**src/rtl/pngu_pkg.sv**
```systemverilog
// Shared types and constants of the PNG scanline unfilter.
`timescale 1ns / 1ps
package pngu_pkg;

  // Widths fixed by the register map and the item fields.
  localparam int BPP_W        = 4;
  localparam int ROW_BYTES_W  = 14;
  localparam int CFG_INDEX_W  = 2;
  localparam int CFG_DATA_W   = 14;

  // Register indexes of the configuration port.
  localparam logic [CFG_INDEX_W-1:0] REG_BYTES_PER_PIXEL = 2'd0;
  localparam logic [CFG_INDEX_W-1:0] REG_ROW_BYTES       = 2'd1;

  // Filter type codes carried with each byte; any other value is invalid.
  localparam logic [7:0] FILTER_NONE  = 8'd0;
  localparam logic [7:0] FILTER_SUB   = 8'd1;
  localparam logic [7:0] FILTER_UP    = 8'd2;
  localparam logic [7:0] FILTER_AVG   = 8'd3;
  localparam logic [7:0] FILTER_PAETH = 8'd4;

  // Depth of the queue between the front and back parts.
  localparam int QUEUE_DEPTH   = 4;
  localparam int QUEUE_PTR_W   = $clog2(QUEUE_DEPTH);
  localparam int QUEUE_LEVEL_W = $clog2(QUEUE_DEPTH + 1);

  // One filtered byte as it arrives.
  typedef struct packed {
    logic [7:0] filter_type;
    logic [7:0] data_byte;
    logic       has_prior_row;
  } item_t;

  // One reconstructed byte as it leaves.
  typedef struct packed {
    logic [7:0] pixel_byte;
    logic       error_flag;
    logic       row_end;
  } result_t;

  // Predictor selected by the front part.
  typedef enum logic [2:0] {
    PRED_NONE,
    PRED_SUB,
    PRED_UP,
    PRED_AVG,
    PRED_PAETH
  } pred_t;

  // Classified byte handed from the front part to the back part.
  typedef struct packed {
    pred_t      pred;
    logic       err;
    logic       last;
    logic       has_prior;
    logic       left_ok;
    logic [7:0] data;
  } cmd_t;

endpackage

```
**src/rtl/pngu_queue.sv**
```systemverilog
// Short queue between the front and back parts; queued prior-row bytes follow later writes.
`timescale 1ns / 1ps
module pngu_queue #(
  parameter int COL_W = 13,
  parameter int IDX_W = 3
) (
  input  logic                                clk,
  input  logic                                rst,
  input  logic                                push,
  input  pngu_pkg::cmd_t                      push_cmd,
  input  logic [COL_W-1:0]                    push_col,
  input  logic [IDX_W-1:0]                    push_idx,
  input  logic [7:0]                          push_up,
  input  logic                                pop,
  output logic                                head_valid,
  output pngu_pkg::cmd_t                      head_cmd,
  output logic [COL_W-1:0]                    head_col,
  output logic [IDX_W-1:0]                    head_idx,
  output logic [7:0]                          head_up,
  output logic [pngu_pkg::QUEUE_LEVEL_W-1:0]  level,
  input  logic                                wr_en,
  input  logic [COL_W-1:0]                    wr_addr,
  input  logic [7:0]                          wr_data
);
  import pngu_pkg::*;

  cmd_t             q_cmd [QUEUE_DEPTH];
  logic [COL_W-1:0] q_col [QUEUE_DEPTH];
  logic [IDX_W-1:0] q_idx [QUEUE_DEPTH];
  logic [7:0]       q_up  [QUEUE_DEPTH];
  logic [QUEUE_PTR_W-1:0] head;
  logic [QUEUE_PTR_W-1:0] tail;

  assign head_valid = level != '0;
  assign head_cmd   = q_cmd[head];
  assign head_col   = q_col[head];
  assign head_idx   = q_idx[head];
  assign head_up    = q_up[head];

  // Pointers and fill level.
  always_ff @(posedge clk) begin
    if (rst) begin
      head  <= '0;
      tail  <= '0;
      level <= '0;
    end else begin
      if (push) begin
        tail <= tail + QUEUE_PTR_W'(1);
      end
      if (pop) begin
        head <= head + QUEUE_PTR_W'(1);
      end
      level <= level + QUEUE_LEVEL_W'(push) - QUEUE_LEVEL_W'(pop);
    end
  end

  // Entries; every queued byte is younger than the one being written back. A byte
  // pushed in this cycle already carries the newest write to its column.
  always_ff @(posedge clk) begin
    for (int i = 0; i < QUEUE_DEPTH; i++) begin
      if (push && (tail == QUEUE_PTR_W'(i))) begin
        q_up[i] <= push_up;
      end else if (wr_en && (q_col[i] == wr_addr)) begin
        q_up[i] <= wr_data;
      end
    end
    if (push) begin
      q_cmd[tail] <= push_cmd;
      q_col[tail] <= push_col;
      q_idx[tail] <= push_idx;
    end
  end

  a_no_overflow: assert property (@(posedge clk) disable iff (rst)
    push && !pop |-> level != QUEUE_LEVEL_W'(QUEUE_DEPTH))
    else $error("queue written while full");

  a_no_underflow: assert property (@(posedge clk) disable iff (rst)
    pop |-> level != '0)
    else $error("queue read while empty");

endmodule

```
**config.mk**
```make
export PLATFORM = sky130hd
export DESIGN_NAME = pngu_queue
export DESIGN_NICKNAME = d
export VERILOG_FILES = /design/src/rtl/pngu_pkg.sv /design/src/rtl/pngu_queue.sv
export SDC_FILE = /design/constraint.sdc
export NUM_CORES = 1
export LEC_CHECK = 0
export BUFFER_PORTS_ARGS = -buffer_cell sky130_fd_sc_hd__buf_2
export CORE_MARGIN = 2
export CORE_UTILIZATION = 50
export CTS_BUF_LIST = sky130_fd_sc_hd__clkbuf_4
export CTS_CLUSTER_SIZE = 16
export DETAILED_ROUTE_END_ITERATION = 10
export PLACE_DENSITY = 0.74
export SLEW_MARGIN = 20
export SYNTH_ARGS = -nofsm -noshare
export SYNTH_HDL_FRONTEND = slang
export SYNTH_SLANG_ARGS = --single-unit
```
**constraint.sdc**
```tcl
create_clock -name clk -period 5.1 [get_ports clk]
set_clock_uncertainty 0.2 [all_clocks]
set_input_delay 1.53 -clock clk [delete_from_list [all_inputs] [get_ports clk]]
set_output_delay 1.53 -clock clk [all_outputs]
set_load 0.02 [all_outputs]
```
==> metrics <==
global-route wire length before repair 21,600 µm; clk slew on worst S/H paths 0.13 ns; kind of end point of the critical path output port; Power per Cell Area 333 nW/µm²; portion of netlist area occupied by mux cells 17.4%; aggregate global routing overflow 0; relative area change from synthesis to final layout 14.2%; syn_nets 448; Slew HR 43.4%; Std-Cell Rows 43; CP Data Required Time 3.37 ns; combinational family with the most area after synthesis multiplexers; placer's final routability congestion estimate 0.798; CP max stage delay 0.76 ns; # port buffers 107; unrepaired setup endpoints after global routing false; y dimension of the die 124 µm; fin util 58.7%; number of maximum-capacitance constraint violations 0; Worst Reg2Reg Path Length in Cells 5; number of different library cells in the post-synthesis netlist 34; number of antenna violations at the first check in global routing 0; sequential fraction of the synthesis area 67.9%; routed length per instance 20.6 µm; hold wc startpoint head[1]$_SDFFE_PP0P_; number of filler instances in the final layout 1,073; worst hold slack after final layout 0.341 ns; Vias/cell 5.51; DRC violation count after routing 0; number of diodes 0; clock buffer depth 2; total length of routed wires 14,200 µm; minimum clock period 4.09 ns; full die area 15,300 µm²; vias in the first global route 4,028; count of hold buffers inserted by post-cts repair 0; cell with the largest stage delay on the worst path sky130_fd_sc_hd__dfxtp_2; final cycle utilization of the critical path 80.1%; effective utilization at floorplan 51.4%; # nets final 566; TritonCTS Sinks 165; count of instances resized after the clock tree is built 0; largest fanout on the critical path 24; highest clock rate 0.245 GHz; DRC marker count from the first detailed-route iteration 270; # Post-CTS Setup Buffers 0; x dimension of the die 124 µm; number of buffers inserted during clock tree synthesis 17; xor and xnor area share after synthesis 5.75%; maximum vdd drop 0.234 mV; Arr. time, crit path 2.36 ns; Tot GR Track Use 19.7%; cell family with the largest share of critical-path delay flip-flops; most frequent cells in the layout sky130_fd_sc_hd__edfxtp_1 (156), sky130_fd_sc_hd__buf_2 (107), sky130_fd_sc_hd__mux4_2 (39); Setup-failing EPs final 0; placeable core region 13,900 µm²; count of pins over their slew limit 0; master cell of the clock root buffer sky130_fd_sc_hd__clkbuf_4; Seq cells post-synth 165; Synth Area in Simple Gates 3.60%; Leakage 2.82 nW; H-tree lvl count 4; share of post-route cells with drive strength above 1 44.8%; Synth Instances 376; Hold Fails Final Rpt 0; clk_lat worst skew 0.53 ns; Top Ports 108; number of cells on the critical path 3; Detailed Routing Iterations Pass 1 5; Synth Cell Area 7160 µm²; Critical R2R Launch q_col[1][7]$_DFFE_PP_; startpoint-to-endpoint class of the critical path flop to output port; synthesized-area fraction occupied by adder cells 1.33%; number of antenna-violating nets in the routed design 0; result of the run finished, final reports clean; post-synthesis compound-gate area fraction 2.15%; warnings from Yosys 0; Worst Hold Depth 2; most common library cell in the layout ignoring fill and taps sky130_fd_sc_hd__edfxtp_1; Min-Delay Path Class flop to flop; CTS tree yes; Total Negative Setup Slacks 0 ns; Worst Setup Start Kind flop; Vias 3,783; slew at the pin with the worst max-slew slack 0.848 ns; mean instance size in the synthesized netlist 19.1 µm²; maximum number of pins on one net before global-route repair 40; crit-path cells buf_12 -> mux4_2 -> buf_2; number of buffers and inverters on the critical path 2; dpl hpwl 9480 µm
## worst min-delay path, cell delays in order, from the launching register on
cell and delay [ns]:
sky130_fd_sc_hd__dfxtp_1 0.35, sky130_fd_sc_hd__xor2_1 0.06, sky130_fd_sc_hd__nor2_1 0.10
## per-layer routing
metal / up-vias / wire, µm / track usage (%)
met4: 0 / 142 / 5.26
met1: 1932 / 5830 / 24.9
li1: 1727 / - / -
met2: 114 / 7320 / 33.2
met3: 10 / 867 / 6.32
met5: - / 0 / 0
## cell usage after synthesis, drive strengths merged
library cell    n  area share [%]
nand2          11            0.58
and2b           2            0.24
nor2b           5            0.44
a2111oi         3             1.2
fa              1            0.28
nor4            2            0.17
mux2           32             5.0
o221ai          2            0.24
a2111o          3            0.47
ha              6             1.0
o22ai           2            0.17
mux4           39              12
nand3           4            0.70
nand4           8            0.70
nor3            3            0.28
o31ai           1            0.10
inv            17            0.89
nor2            6            0.31
dfxtp           9             2.5
or3             1           0.087
nand2b          1           0.087
buf             7            0.58
edfxtp        156              65
mux2i           1            0.14
clkbuf          7            0.38
xor2           13             1.6
xnor2          34             4.2
## logic make-up after synthesis
group,count (synthesis)
xor+xnor,47
compound gates,11
mux,72
simple gates,43
fa+ha+maj,7
flops,165
buf+inv,31
## sequential cells by signal, summed over array words and instances (netlist names), named ones only
signal	count
q_col	52
head	2
q_cmd	60
tail	2
level	3
q_up	32
q_idx	12
## through the flow
step,setup WS [ns],total power [mW],instances,area (µm²)
5_1_grt,0.801,2.84,687,8180
4_1_cts,0.876,2.76,687,8180
3_5_place_dp,1.18,2.06,655,7920
3_3_place_gp,1.20,2.04,655,7920
2_1_floorplan,1.61,1.90,376,7160
6_report,1.01,2.72,687,8180
## worst paths after layout
path | to | slack [ns]
worst max register to register | q_up[1][7]$_DFFE_PP_ | 2.44
worst min register to register | head[1]$_SDFFE_PP0P_ | 0.34
worst max-delay path | head_col[6] | 1.01
worst min-delay path | head[1]$_SDFFE_PP0P_ | 0.34
## cell type report
class / instances / area, µm² / area share (%)
clock buffer: 21 / 158 / 1.93
clock inverter: 11 / 103 / 1.25
inverter: 17 / 63.8 / 0.780
multi-input combinational: 180 / 2170 / 26.5
sequential: 165 / 4870 / 59.5
tap: 180 / 225 / 2.75
timing repair buffer: 113 / 593 / 7.25
## where the power goes
| group | total, mW | switching (mW) | internal, mW | leakage, nW |
|---|---|---|---|---|
| sequential | 1.60 | 0.0475 | 1.56 | 1.51 |
| clock | 0.703 | 0.437 | 0.266 | 0.141 |
| combinational | 0.416 | 0.232 | 0.185 | 1.17 |
| total | 2.72 | 0.716 | 2.01 | 2.82 |
(Power assumes the default switching activity.)
