==> config.mk <==
export PLATFORM = sky130hd
export DESIGN_NAME = pngu_back
export DESIGN_NICKNAME = d
export VERILOG_FILES = /design/src/rtl/pngu_pkg.sv /design/src/rtl/pngu_back.sv
export SDC_FILE = /design/constraint.sdc
export NUM_CORES = 1
export LEC_CHECK = 0
export ABC_AREA = 1
export BUFFER_PORTS_ARGS = -buffer_cell sky130_fd_sc_hd__buf_2
export CORE_ASPECT_RATIO = 2
export CORE_MARGIN = 3
export CORE_UTILIZATION = 48
export CTS_CLUSTER_DIAMETER = 120
export DETAILED_ROUTE_END_ITERATION = 7
export GPL_ROUTABILITY_DRIVEN = 0
export PLACE_DENSITY = 0.8
export REMOVE_ABC_BUFFERS = 1
export SLEW_MARGIN = 20
export SYNTH_ARGS = -nofsm -noshare
export SYNTH_HDL_FRONTEND = slang
export SYNTH_SLANG_ARGS = --single-unit
export TNS_END_PERCENT = 10
==> constraint.sdc <==
create_clock -name clk -period 10.1 [get_ports clk]
set_input_delay 1.515 -clock clk [delete_from_list [all_inputs] [get_ports clk]]
set_output_delay 1.515 -clock clk [all_outputs]
set_load 0.005 [all_outputs]
==> src/rtl/pngu_pkg.sv <==
// Shared types and constants of the PNG scanline unfilter.
`timescale 1ns / 1ps
package pngu_pkg;

  // Widths fixed by the register map and the item fields.
  localparam int BPP_W        = 4;
  localparam int ROW_BYTES_W  = 14;
  localparam int CFG_INDEX_W  = 2;
  localparam int CFG_DATA_W   = 14;

  // Register indexes of the configuration port.
  localparam logic [CFG_INDEX_W-1:0] REG_BYTES_PER_PIXEL = 2'd0;
  localparam logic [CFG_INDEX_W-1:0] REG_ROW_BYTES       = 2'd1;

  // Filter type codes carried with each byte; any other value is invalid.
  localparam logic [7:0] FILTER_NONE  = 8'd0;
  localparam logic [7:0] FILTER_SUB   = 8'd1;
  localparam logic [7:0] FILTER_UP    = 8'd2;
  localparam logic [7:0] FILTER_AVG   = 8'd3;
  localparam logic [7:0] FILTER_PAETH = 8'd4;

  // Depth of the queue between the front and back parts.
  localparam int QUEUE_DEPTH   = 4;
  localparam int QUEUE_PTR_W   = $clog2(QUEUE_DEPTH);
  localparam int QUEUE_LEVEL_W = $clog2(QUEUE_DEPTH + 1);

  // One filtered byte as it arrives.
  typedef struct packed {
    logic [7:0] filter_type;
    logic [7:0] data_byte;
    logic       has_prior_row;
  } item_t;

  // One reconstructed byte as it leaves.
  typedef struct packed {
    logic [7:0] pixel_byte;
    logic       error_flag;
    logic       row_end;
  } result_t;

  // Predictor selected by the front part.
  typedef enum logic [2:0] {
    PRED_NONE,
    PRED_SUB,
    PRED_UP,
    PRED_AVG,
    PRED_PAETH
  } pred_t;

  // Classified byte handed from the front part to the back part.
  typedef struct packed {
    pred_t      pred;
    logic       err;
    logic       last;
    logic       has_prior;
    logic       left_ok;
    logic [7:0] data;
  } cmd_t;

endpackage

==> src/rtl/pngu_back.sv <==
// Back part: predictor arithmetic, neighbour histories, line store write-back and result register.
`timescale 1ns / 1ps
module pngu_back #(
  parameter int COL_W = 13,
  parameter int IDX_W = 3,
  parameter int MAX_PIXEL_BYTES = 8
) (
  input  logic               clk,
  input  logic               rst,
  input  logic               head_valid,
  input  pngu_pkg::cmd_t     head_cmd,
  input  logic [COL_W-1:0]   head_col,
  input  logic [IDX_W-1:0]   head_idx,
  input  logic [7:0]         head_up,
  output logic               pop,
  output logic               result_valid,
  input  logic               result_stall,
  output pngu_pkg::result_t  result,
  output logic               wr_en,
  output logic [COL_W-1:0]   wr_addr,
  output logic [7:0]         wr_data
);
  import pngu_pkg::*;

  logic [7:0] left_hist [MAX_PIXEL_BYTES];
  logic [7:0] upl_hist  [MAX_PIXEL_BYTES];
  logic [7:0] a;
  logic [7:0] b;
  logic [7:0] c;
  logic [8:0] sum_ab;
  logic [7:0] paeth;
  logic [7:0] pred;
  logic [7:0] value;

  // Paeth: distances are |b - c|, |a - c| and |a + b - 2c|.
  function automatic logic [7:0] paeth_pick(input logic [7:0] pa_in, input logic [7:0] pb_in,
                                            input logic [7:0] pc_in);
    logic signed [10:0] da;
    logic signed [10:0] db;
    logic signed [10:0] dc;
    da = $signed({3'b000, pb_in}) - $signed({3'b000, pc_in});
    db = $signed({3'b000, pa_in}) - $signed({3'b000, pc_in});
    dc = da + db;
    if (da < 0) da = -da;
    if (db < 0) db = -db;
    if (dc < 0) dc = -dc;
    if (da <= db && da <= dc) return pa_in;
    if (db <= dc) return pb_in;
    return pc_in;
  endfunction

  // Take the next byte whenever the result register is free or being emptied.
  assign pop = head_valid && (!result_valid || !result_stall);

  // Neighbours of the current byte.
  assign a      = head_cmd.left_ok ? left_hist[head_idx] : 8'd0;
  assign b      = head_cmd.has_prior ? head_up : 8'd0;
  assign c      = (head_cmd.has_prior && head_cmd.left_ok) ? upl_hist[head_idx] : 8'd0;
  assign sum_ab = {1'b0, a} + {1'b0, b};
  assign paeth  = paeth_pick(a, b, c);

  always_comb begin
    unique case (head_cmd.pred)
      PRED_NONE:  pred = 8'd0;
      PRED_SUB:   pred = a;
      PRED_UP:    pred = b;
      PRED_AVG:   pred = sum_ab[8:1];
      PRED_PAETH: pred = paeth;
      default:    pred = 8'd0;
    endcase
    value = head_cmd.err ? 8'd0 : head_cmd.data + pred;
  end

  // The rebuilt byte replaces the prior row's byte in the line store.
  assign wr_en   = pop;
  assign wr_addr = head_col;
  assign wr_data = value;

  // Histories and the result register.
  always_ff @(posedge clk) begin
    if (rst) begin
      result_valid <= 1'b0;
      for (int k = 0; k < MAX_PIXEL_BYTES; k++) begin
        left_hist[k] <= 8'd0;
        upl_hist[k]  <= 8'd0;
      end
    end else begin
      if (pop) begin
        result_valid <= 1'b1;
        for (int k = MAX_PIXEL_BYTES - 1; k > 0; k--) begin
          left_hist[k] <= left_hist[k-1];
          upl_hist[k]  <= upl_hist[k-1];
        end
        left_hist[0] <= value;
        upl_hist[0]  <= b;
      end else if (!result_stall) begin
        result_valid <= 1'b0;
      end
    end
    if (pop) begin
      result.pixel_byte <= value;
      result.error_flag <= head_cmd.err;
      result.row_end    <= head_cmd.last;
    end
  end

  a_error_clears_byte: assert property (@(posedge clk) disable iff (rst)
    result_valid && result.error_flag |-> result.pixel_byte == 8'd0)
    else $error("flagged byte carries data");

endmodule

==> summary.txt <==
Worst setup path
  • CP Class: in2out
  • Critical path's largest stage delay: 0.35 ns
  • Critical-path top delay cell: fa_2
  • CP startpoint kind: input port
  • Crit. End Element: primary output
  • Worst R2R Path Depth: 57
  • Reg2Reg Setup Slack: 2.60 ns
  • Worst Setup SP: head_idx[1]
  • Max FO, Critical Path: 8
  • Worst endpoint required time: 8.59 ns
  • Most used cell, CP: nand2_2
  • WP data arrival: 8.54 ns
  • R2R Path Start: left_hist[1][0]

Global route
  • Largest net degree at the start of global routing: 108
  • Gr usage total: 0.2626
  • Vias in the first global route: 9304
  • Grt total ovfl: 0
  • First-pass GRT wire length: 45850 um
  • Initial antenna violation count: 1

Placement
  • Buffers on Ports: 50
  • Final HPWL DP: 21400 um

Clocking
  • Sink Count: 139
  • Clock Latency Late Sink: 0.49 ns
  • Clk slew on worst S/H paths: 0.06 ns
  • Root Driver: clkbuf_16
  • Max Root-Sink Buffers: 3
  • CTS tree: done
  • CTS Buf Count: 25
  • H-tree Lvls: 4

Cells and area
  • Final core occ: 0.6151
  • Layout area overhead: 24.60%
  • Fillers: 1590
  • Proportion of layout cells with a drive suffix above 1: 0.2386
  • Nets@finish: 1514

Pwr
  • Leakage: 5.800 nW
  • Clock power frac: 0.265
  • Combinational share of power: 0.466
  • Pwr Density: 210.1 nW/um^2
  • Worst VDD drop: 261.7 uV
  • Cell Int Power: 0.001616 W
  • Reg power frac: 0.269
  • Net Switching: 0.0009809 W
  • Sw frac: 0.3778

STA
  • Layout Skew: 0.01971 ns
  • Worst rel slew slack: 0.2589
  • Actual slew at the worst max-slew pin: 1.112 ns
  • Final Hold Fails: 0
  • Endpoints failing setup: 0
  • Unrepaired setup endpoints after global routing: true
  • Final worst path period share: 0.9951
  • Fin. max-slew vios: 0
  • Max Fclk: 0.09950 GHz
  • Setup TNS: 0 ns
  • Min cycle time layout: 10.05 ns

Worst hold path
  • Hold depth: 2
  • Hold WC Path Type: reg2reg
  • Hold Crit Start: result_valid

Synth
  • Synth Register Bits: 139
  • Post-synth top flop: edfxtp_1
  • Synthesized area: 9920 sq um
  • Post-synth EDFFs: 138
  • Async S/R FF share, synth: 0
  • Sequential fraction of the synthesis area: 0.4198
  • Most frequent cell after synthesis: inv_1
  • Yosys warns: 0
  • Synth top area share: 0.4178
  • Syn avg cell area: 8.045 sq um
  • Synth area leaders: edfxtp_1 (42%), inv_1 (8.5%), ha_1 (8.5%)
  • Post-synthesis cell count: 1233
  • Post-synth cell types: 53
  • Area leader, netlist: edfxtp_1
  • Commonest cells post-synth: inv_1 (225), nand2_1 (182), nor2_1 (164)

Drt
  • DR DRC count: 0
  • Post-DRT Antenna Nets: 0
  • DR iter-0 viols: 890
  • DR pass1 iterations: 8
  • Vias per cell: 5.590
  • WL final: 30180 um
  • WL/cell: 18.11 um
  • Vias: 9319

Floorplan
  • Die W: 107.7 um
  • Die height: 209.3 um
  • IO Count: 77
  • Core region area: 20090 sq um
  • Die area: 22530 sq um
  • # rows: 73
  • Initial Utilization: 0.4936

Job
  • Maxcap violations: 0

Outcome
  • Run status: finished, final reports clean
[power by group through the flow]
stage	combinational (W)	clock (W)	sequential (W)
2_1_floorplan	0.000656	0	0.000706
5_1_grt	0.00132	0.000716	0.000702
3_3_place_gp	0.00102	0	0.000706
4_1_cts	0.00110	0.000694	0.000697
3_5_place_dp	0.00106	0	0.000707
6_report	0.00121	0.000688	0.000698
[registers in the layout, summed over array words and instances (netlist names)]
name	flops
upl_hist	64
result_valid	1
left_hist	64
result	10
[layer usage]
metal	part of all wire	routed length, um	GRT usage
met3	0.052	1580	0.04524
met5	0	0	0
met1	0.32	9620	0.2509
met4	0.10	3103	0.2345
met2	0.53	15880	0.4654
[worst max-delay path, delay by kind of cell]
| family | cells | cell delay, ns |
|---|---|---|
| buffers and inverters | 11 | 1.04 |
| AO/OA/AOI/OAI | 13 | 1.61 |
| AND/OR/NAND/NOR | 28 | 2.70 |
| XOR/XNOR | 2 | 0.30 |
| adder cells (fa/ha/maj) | 5 | 1.33 |
[area by class of cell]
class	instances	area [sq um]	share of cell area
Tap cell	262	327.8	0.02652
Clock buffer	28	636.9	0.05153
Clock inverter	4	17.52	0.001417
Multi-Input combinational cell	812	4942	0.3999
Timing Repair Buffer	185	1355	0.1096
Antenna cell	1	2.502	0.0002025
Inverter	235	904.6	0.07319
Sequential cell	139	4164	0.3369
Timing Repair inverter	1	8.758	0.0007086
[per-stage QoR]
| stage | instances | hold slack (ns) | setup WS [ns] | cell area (sq um) | power, W |
|---|---|---|---|---|---|
| floorplan | 1186 | 0.4679 | 0.3135 | 9642 | 0.001362 |
| global placement | 1622 | 0.4637 | -0.1366 | 11180 | 0.001728 |
| detailed placement | 1622 | 0.4842 | -0.3736 | 11180 | 0.001765 |
| CTS | 1654 | 0.4939 | 0.02033 | 11950 | 0.002490 |
| global route | 1667 | 0.5289 | -0.3833 | 12360 | 0.002738 |
| finish | 1667 | 0.4943 | 0.04950 | 12360 | 0.002597 |
[cells in the final DEF (no fill, tap or decap), types with 47 or more instances in the layout]
cell type	instances
a21oi_1	72
inv_1	215
nand3_1	85
nor2_1	158
nand2_1	167
edfxtp_1	138
buf_2	47
o21ai_0	56
ha_1	61
buf_4	125
[worst paths after layout]
kind,to
setup / recovery,wr_data[7]
hold / removal,result_valid
setup reg to reg,result[9]
hold reg to reg,result_valid
[cells by family (layout without fill, tap and decap cells)]
family | count (synthesis) | after routing | share of synthesized area
buffers and inverters | 290 | 453 | 0.1200
adder cells (fa/ha/maj) | 72 | 72 | 0.09460
AND/OR/NAND/NOR | 509 | 509 | 0.2268
AO/OA/AOI/OAI | 192 | 192 | 0.1087
flip-flops | 139 | 139 | 0.4198
other | 2 | 11 | 0.0007571
XOR/XNOR | 29 | 29 | 0.02939
[what timing repair did]
action | in CTS | in global routing
buffers inserted | 0 | 10
pin swaps | 12 | 55
endpoints found under the setup margin | 4 | 5
resized for setup | 33 | 91
cloned | 0 | 2
hold buffers | 0 | 0
No activity file was read; power rests on OpenSTA's default activity.
