### config.mk
export PLATFORM = sky130hd
export DESIGN_NAME = pngu_front
export DESIGN_NICKNAME = d
export VERILOG_FILES = /design/src/rtl/pngu_pkg.sv /design/src/rtl/pngu_front.sv
export SDC_FILE = /design/constraint.sdc
export NUM_CORES = 1
export LEC_CHECK = 0
export BUFFER_PORTS_ARGS = -buffer_cell sky130_fd_sc_hd__buf_2
export CAP_MARGIN = 10
export CORE_UTILIZATION = 30
export CTS_CLUSTER_SIZE = 14
export DETAILED_ROUTE_END_ITERATION = 16
export HOLD_SLACK_MARGIN = 0.03
export PLACE_DENSITY_LB_ADDON = 0.05
export SLEW_MARGIN = 10
export SYNTH_ARGS = -nofsm -noshare
export SYNTH_HDL_FRONTEND = slang
export SYNTH_SLANG_ARGS = --single-unit
### constraint.sdc
create_clock -name clk -period 2.7 [get_ports clk]
set_clock_uncertainty 0.1 [all_clocks]
set_input_delay 0.27 -clock clk [delete_from_list [all_inputs] [get_ports clk]]
set_output_delay 0.27 -clock clk [all_outputs]
set_load 0.02 [all_outputs]
### src/rtl/pngu_pkg.sv
// Shared types and constants of the PNG scanline unfilter.
`timescale 1ns / 1ps
package pngu_pkg;

  // Widths fixed by the register map and the item fields.
  localparam int BPP_W        = 4;
  localparam int ROW_BYTES_W  = 14;
  localparam int CFG_INDEX_W  = 2;
  localparam int CFG_DATA_W   = 14;

  // Register indexes of the configuration port.
  localparam logic [CFG_INDEX_W-1:0] REG_BYTES_PER_PIXEL = 2'd0;
  localparam logic [CFG_INDEX_W-1:0] REG_ROW_BYTES       = 2'd1;

  // Filter type codes carried with each byte; any other value is invalid.
  localparam logic [7:0] FILTER_NONE  = 8'd0;
  localparam logic [7:0] FILTER_SUB   = 8'd1;
  localparam logic [7:0] FILTER_UP    = 8'd2;
  localparam logic [7:0] FILTER_AVG   = 8'd3;
  localparam logic [7:0] FILTER_PAETH = 8'd4;

  // Depth of the queue between the front and back parts.
  localparam int QUEUE_DEPTH   = 4;
  localparam int QUEUE_PTR_W   = $clog2(QUEUE_DEPTH);
  localparam int QUEUE_LEVEL_W = $clog2(QUEUE_DEPTH + 1);

  // One filtered byte as it arrives.
  typedef struct packed {
    logic [7:0] filter_type;
    logic [7:0] data_byte;
    logic       has_prior_row;
  } item_t;

  // One reconstructed byte as it leaves.
  typedef struct packed {
    logic [7:0] pixel_byte;
    logic       error_flag;
    logic       row_end;
  } result_t;

  // Predictor selected by the front part.
  typedef enum logic [2:0] {
    PRED_NONE,
    PRED_SUB,
    PRED_UP,
    PRED_AVG,
    PRED_PAETH
  } pred_t;

  // Classified byte handed from the front part to the back part.
  typedef struct packed {
    pred_t      pred;
    logic       err;
    logic       last;
    logic       has_prior;
    logic       left_ok;
    logic [7:0] data;
  } cmd_t;

endpackage

### src/rtl/pngu_front.sv
// Front part: accepts bytes, tracks the column, classifies the filter and reads the prior row.
`timescale 1ns / 1ps
module pngu_front #(
  parameter int COL_W = 13,
  parameter int IDX_W = 3,
  parameter int MAX_ROW_BYTES = 8192,
  parameter int MAX_PIXEL_BYTES = 8
) (
  input  logic                                clk,
  input  logic                                rst,
  input  logic                                item_valid,
  output logic                                item_stall,
  input  pngu_pkg::item_t                     item,
  input  logic [pngu_pkg::BPP_W-1:0]          bytes_per_pixel,
  input  logic [pngu_pkg::ROW_BYTES_W-1:0]    row_bytes,
  input  logic [pngu_pkg::QUEUE_LEVEL_W-1:0]  queue_level,
  output logic                                rd_en,
  output logic [COL_W-1:0]                    rd_addr,
  input  logic [7:0]                          rd_data,
  input  logic                                wr_en,
  input  logic [COL_W-1:0]                    wr_addr,
  input  logic [7:0]                          wr_data,
  output logic                                push,
  output pngu_pkg::cmd_t                      push_cmd,
  output logic [COL_W-1:0]                    push_col,
  output logic [IDX_W-1:0]                    push_idx,
  output logic [7:0]                          push_up
);
  import pngu_pkg::*;

  localparam int LW = (COL_W + 1 > ROW_BYTES_W) ? COL_W + 1 : ROW_BYTES_W;

  logic [COL_W-1:0]         col;
  logic                     s1_valid;
  cmd_t                     s1_cmd;
  logic [COL_W-1:0]         s1_col;
  logic [IDX_W-1:0]         s1_idx;
  logic                     s1_fwd_hit;
  logic [7:0]               s1_fwd_data;
  logic                     accept;
  logic [QUEUE_LEVEL_W-1:0] level_sum;
  logic [BPP_W-1:0]         bpp_eff;
  logic [LW-1:0]            len_eff;
  logic [LW-1:0]            col_plus;
  cmd_t                     cmd;

  // Hold off new bytes unless the queue can take this byte and the one in flight.
  assign level_sum  = queue_level + QUEUE_LEVEL_W'(s1_valid);
  assign item_stall = level_sum > QUEUE_LEVEL_W'(QUEUE_DEPTH - 2);
  assign accept     = item_valid && !item_stall;

  // Clamp the registers to their working ranges.
  always_comb begin
    bpp_eff = bytes_per_pixel;
    if (bytes_per_pixel == '0) begin
      bpp_eff = BPP_W'(1);
    end else if (bytes_per_pixel > BPP_W'(MAX_PIXEL_BYTES)) begin
      bpp_eff = BPP_W'(MAX_PIXEL_BYTES);
    end
    len_eff = LW'(row_bytes);
    if (row_bytes == '0) begin
      len_eff = LW'(1);
    end else if (LW'(row_bytes) > LW'(MAX_ROW_BYTES)) begin
      len_eff = LW'(MAX_ROW_BYTES);
    end
  end

  assign col_plus = LW'(col) + LW'(1);

  // Decode the filter type and flag the cases that cannot be rebuilt.
  always_comb begin
    cmd.pred      = PRED_NONE;
    cmd.err       = 1'b0;
    cmd.data      = item.data_byte;
    cmd.has_prior = item.has_prior_row;
    cmd.last      = col_plus >= len_eff;
    cmd.left_ok   = LW'(col) >= LW'(bpp_eff);
    unique case (item.filter_type)
      FILTER_NONE:  cmd.pred = PRED_NONE;
      FILTER_SUB:   cmd.pred = PRED_SUB;
      FILTER_UP:    cmd.pred = PRED_UP;
      FILTER_AVG:   cmd.pred = PRED_AVG;
      FILTER_PAETH: cmd.pred = PRED_PAETH;
      default:      cmd.err  = 1'b1;
    endcase
    if (!item.has_prior_row && (item.filter_type == FILTER_UP ||
        item.filter_type == FILTER_AVG || item.filter_type == FILTER_PAETH)) begin
      cmd.err = 1'b1;
    end
  end

  // Read the prior row at the current column as the byte is taken.
  assign rd_en   = accept;
  assign rd_addr = col;

  // Column counter and the stage that waits for the read data.
  always_ff @(posedge clk) begin
    if (rst) begin
      col      <= '0;
      s1_valid <= 1'b0;
    end else begin
      s1_valid <= accept;
      if (accept) begin
        col <= cmd.last ? '0 : col_plus[COL_W-1:0];
      end
    end
    if (accept) begin
      s1_cmd      <= cmd;
      s1_col      <= col;
      s1_idx      <= IDX_W'(bpp_eff - BPP_W'(1));
      s1_fwd_hit  <= wr_en && (wr_addr == col);
      s1_fwd_data <= wr_data;
    end
  end

  // The newest write to this column wins over the data read from the store.
  assign push     = s1_valid;
  assign push_cmd = s1_cmd;
  assign push_col = s1_col;
  assign push_idx = s1_idx;
  always_comb begin
    if (wr_en && (wr_addr == s1_col)) begin
      push_up = wr_data;
    end else if (s1_fwd_hit) begin
      push_up = s1_fwd_data;
    end else begin
      push_up = rd_data;
    end
  end

endmodule

==> flow_summary.yaml <==
run_status:
  outcome: "complete, no violations"
logic_synthesis:
  syn_area_mm2: 0.00319
  yosys_warnings: 0
  async_flop_share: 0
  synth_cell_type_count: 39
  synth_nets: 389
  ys_ff_latch: 54
  synth_seq_area_share: 0.464
  synth_edf_count: 40
  syn-instance-count: 296
  synthFlopType: "edfxtp_1"
  avgSynthCellArea_um2: 10.8
sta:
  rsz0062_at_grt: "true"
  slew_viol_final: 0
  period_share: 0.966
  setup_viol: 0
  final-hold-violation-count: 0
  clock.fmax_mhz: 383
  slew_headroom: 0.720
  tightest_slew_ns: 0.419
  timing.final.ws_setup_ns: 0.0918
  fin_setup_tns_ns: 0
  period_needed_ns: 2.61
drt:
  routed-via-count: 2770
  post_drt_wl_per_cell_um: 14.5
  routed_wl_um: 8510
  drt_iter0_markers: 150
  routed_via_density: 4.70
  first_pass_iters: 4
  ant_nets: 0
  drc: 0
placement:
  dp_hpwl_um: 6750
  dpl_worst_slack_ns: 0.0335
  port_buffers: 125
  gp_congestion: 0.852
hold_path:
  hp-class: "input pin to register"
die:
  die_y_um: 105
  die_w_um: 105
  core_mm2: 0.0103
  initial_core_util: 0.309
  ios: 126
  rows: 37
  die-area_mm2: 0.0111
cells_and_area:
  final_layout_size_suffix_gt1_frac: 0.455
  fillerInstances: 1021
  multiInputGateArea_mm2: 0.00167
  area_growth_pct: 39.3
  regArea_mm2: 0.00150
  n_antenna_cell: 0
  num-nets-final: 545
worst_setup_path:
  slowest_stage: "dfxtp_2"
  required_ns: 2.67
  cp-start-kind: "register"
  end_kind: "register"
  crit_path_max_incr_delay_ns: 0.39
  crit_fanout: 6
  worstSetupPathType: "register to register"
  crit_chain: "nand3_4 -> nor3_4 -> and3_4 -> xor2_2 -> ha_1 -> a21oi_1 -> o21bai_1 -> a221oi_2 -> buf_4 -> and2_4 -> inv_2"
  arrival_ns: 2.58
clock_tree:
  clk_latency_ns: 0.30
  clkSlewWorstSetupHoldPaths_ns: 0.10
  clockBufferDepth: 2
  htreeDepth: 2
  cts_tree: "built"
  cts.sinks: 54
  numCtsBuffers: 5
  cts-root-buf: "clkbuf_8"
grt:
  track_usage: 0.154
  grt_start_max_net_pins: 25
  grt-ovfl-total: 0
  antenna_found_initial: 0
  grt_pass1_wl_um: 13200
  grt_pass1_vias: 2570
pwr:
  p_seq_frac: 0.499
  sw_frac_of_total: 0.238
  intPower_uw: 1430
  power_frac_comb: 0.168
  clkPwrFrac: 0.333
  power.density_mw_per_mm2: 423
  p_sw_uw: 448
  p_total_uw: 1880
  p_leak_uw: 0.00194
  ir_drop_uv: 217
flow_run:
  cap_violations: 0
synth_stat cells (5+ instances only):
cell | n | area [um^2]
edfxtp_1 | 40 | 1200
nand2_1 | 36 | 135
xnor2_1 | 26 | 228
ha_1 | 22 | 275
nand4_1 | 17 | 106
nor2_1 | 17 | 63.8
mux2_2 | 16 | 180
dfxtp_1 | 14 | 280
xor2_1 | 12 | 105
a21oi_1 | 11 | 55.1
inv_1 | 9 | 33.8
nand3_1 | 9 | 45.0
nor4_1 | 8 | 50.1
buf_2 | 7 | 35.0
and2_1 | 5 | 31.3
o211ai_1 | 5 | 37.5
power groups by stage:
stage	registers, uW	logic, uW	clock network, uW
after floorplan	991	134	0
after global placement	957	311	0
after detailed placement	959	312	0
after CTS	939	317	650
after global routing	943	349	680
final	939	317	626
sequential cells by signal, indices dropped and copies added (netlist names):
register / flops
s1_fwd_data: 8
push: 1
push_idx: 3
push_cmd: 15
push_col: 13
s1_fwd_hit: 1
rd_addr: 13
path summary, 6_finish.rpt:
check                  start           end  slack [ns]  cells after the start
setup / recovery  rd_addr[4]  push_cmd[10]        0.09                     11
hold / removal       item[7]   push_cmd[6]        0.04                      1
setup reg to reg  rd_addr[4]  push_cmd[10]        0.09                     11
hold reg to reg   rd_addr[1]    rd_addr[1]        0.42                      2
worst max-delay path: cells and delay by family (launching register included):
kind / cells / cell delay [ns]
AOI/OAI and AO/OA: 3 / 0.40
xor gates and xnor gates: 1 / 0.21
adders and majority gates: 1 / 0.28
buffers and inverters: 2 / 0.22
DFF: 1 / 0.39
and+or+nand+nor: 4 / 0.76
logic make-up after synthesis:
family | after synthesis | share of synthesized area
XOR/XNOR | 39 | 0.109
AND/OR/NAND/NOR | 113 | 0.188
buffers and inverters | 21 | 0.0274
adder cells (fa/ha/maj) | 22 | 0.0862
flip-flops | 54 | 0.464
multiplexers | 17 | 0.0596
AO/OA/AOI/OAI | 30 | 0.0655
per-stage QoR:
stage               hold WS [ns]  instance area [um^2]  instances  utilization
global placement           0.348                  4200        573        0.406
floorplan                  0.229                  3230        296            -
CTS                       0.0322                  4370        585        0.423
detailed placement         0.349                  4200        573        0.406
finish                    0.0403                  4450        589        0.431
global route              0.0303                  4450        589        0.431
layout make-up:
class / count / area share
clock buffers: 5 / 0.0155
clock inverters: 3 / 0.0144
inverters: 9 / 0.00844
multi-input cells: 221 / 0.375
flip-flops and latches: 54 / 0.337
well taps: 136 / 0.0383
repair buffers: 161 / 0.212
layer usage:
metal / share of wire / vias to the layer above / GRT usage
li1: - / 1396 / -
met1: 0.48 / 1260 / 0.212
met2: 0.45 / 104 / 0.248
met3: 0.054 / 10 / 0.0281
met4: 0.013 / 0 / 0.0402
met5: 0 / - / 0
cell usage in the layout (no fill, tap or decap), drive strengths merged, types with 3 or more instances in the layout:
cell         netlist  routed
nand2b             4       4
ha                22      22
mux2              16      16
a32o               4       4
nor3               5       5
nand4             18      18
a21oi             11      11
xor2              13      13
and2               5       5
and3               3       3
nand3             10      10
nor2              17      17
xnor2             26      26
inv                9       8
nand2             36      36
edfxtp            40      40
buf                8     156
o211ai             5       5
nor2b              3       3
dfxtp             14      14
clkbuf             4       5
o21ai              3       3
nor4               8       8
dlygate4sd3        0       5
timing repair:
action                     4_1_cts  5_1_grt
setup endpoints to repair        0       14
setup buffers                    0        3
hold endpoints to repair         4        1
resized for setup                0       12
hold buffers                     4        1
Power figures use the tool's default switching activity.
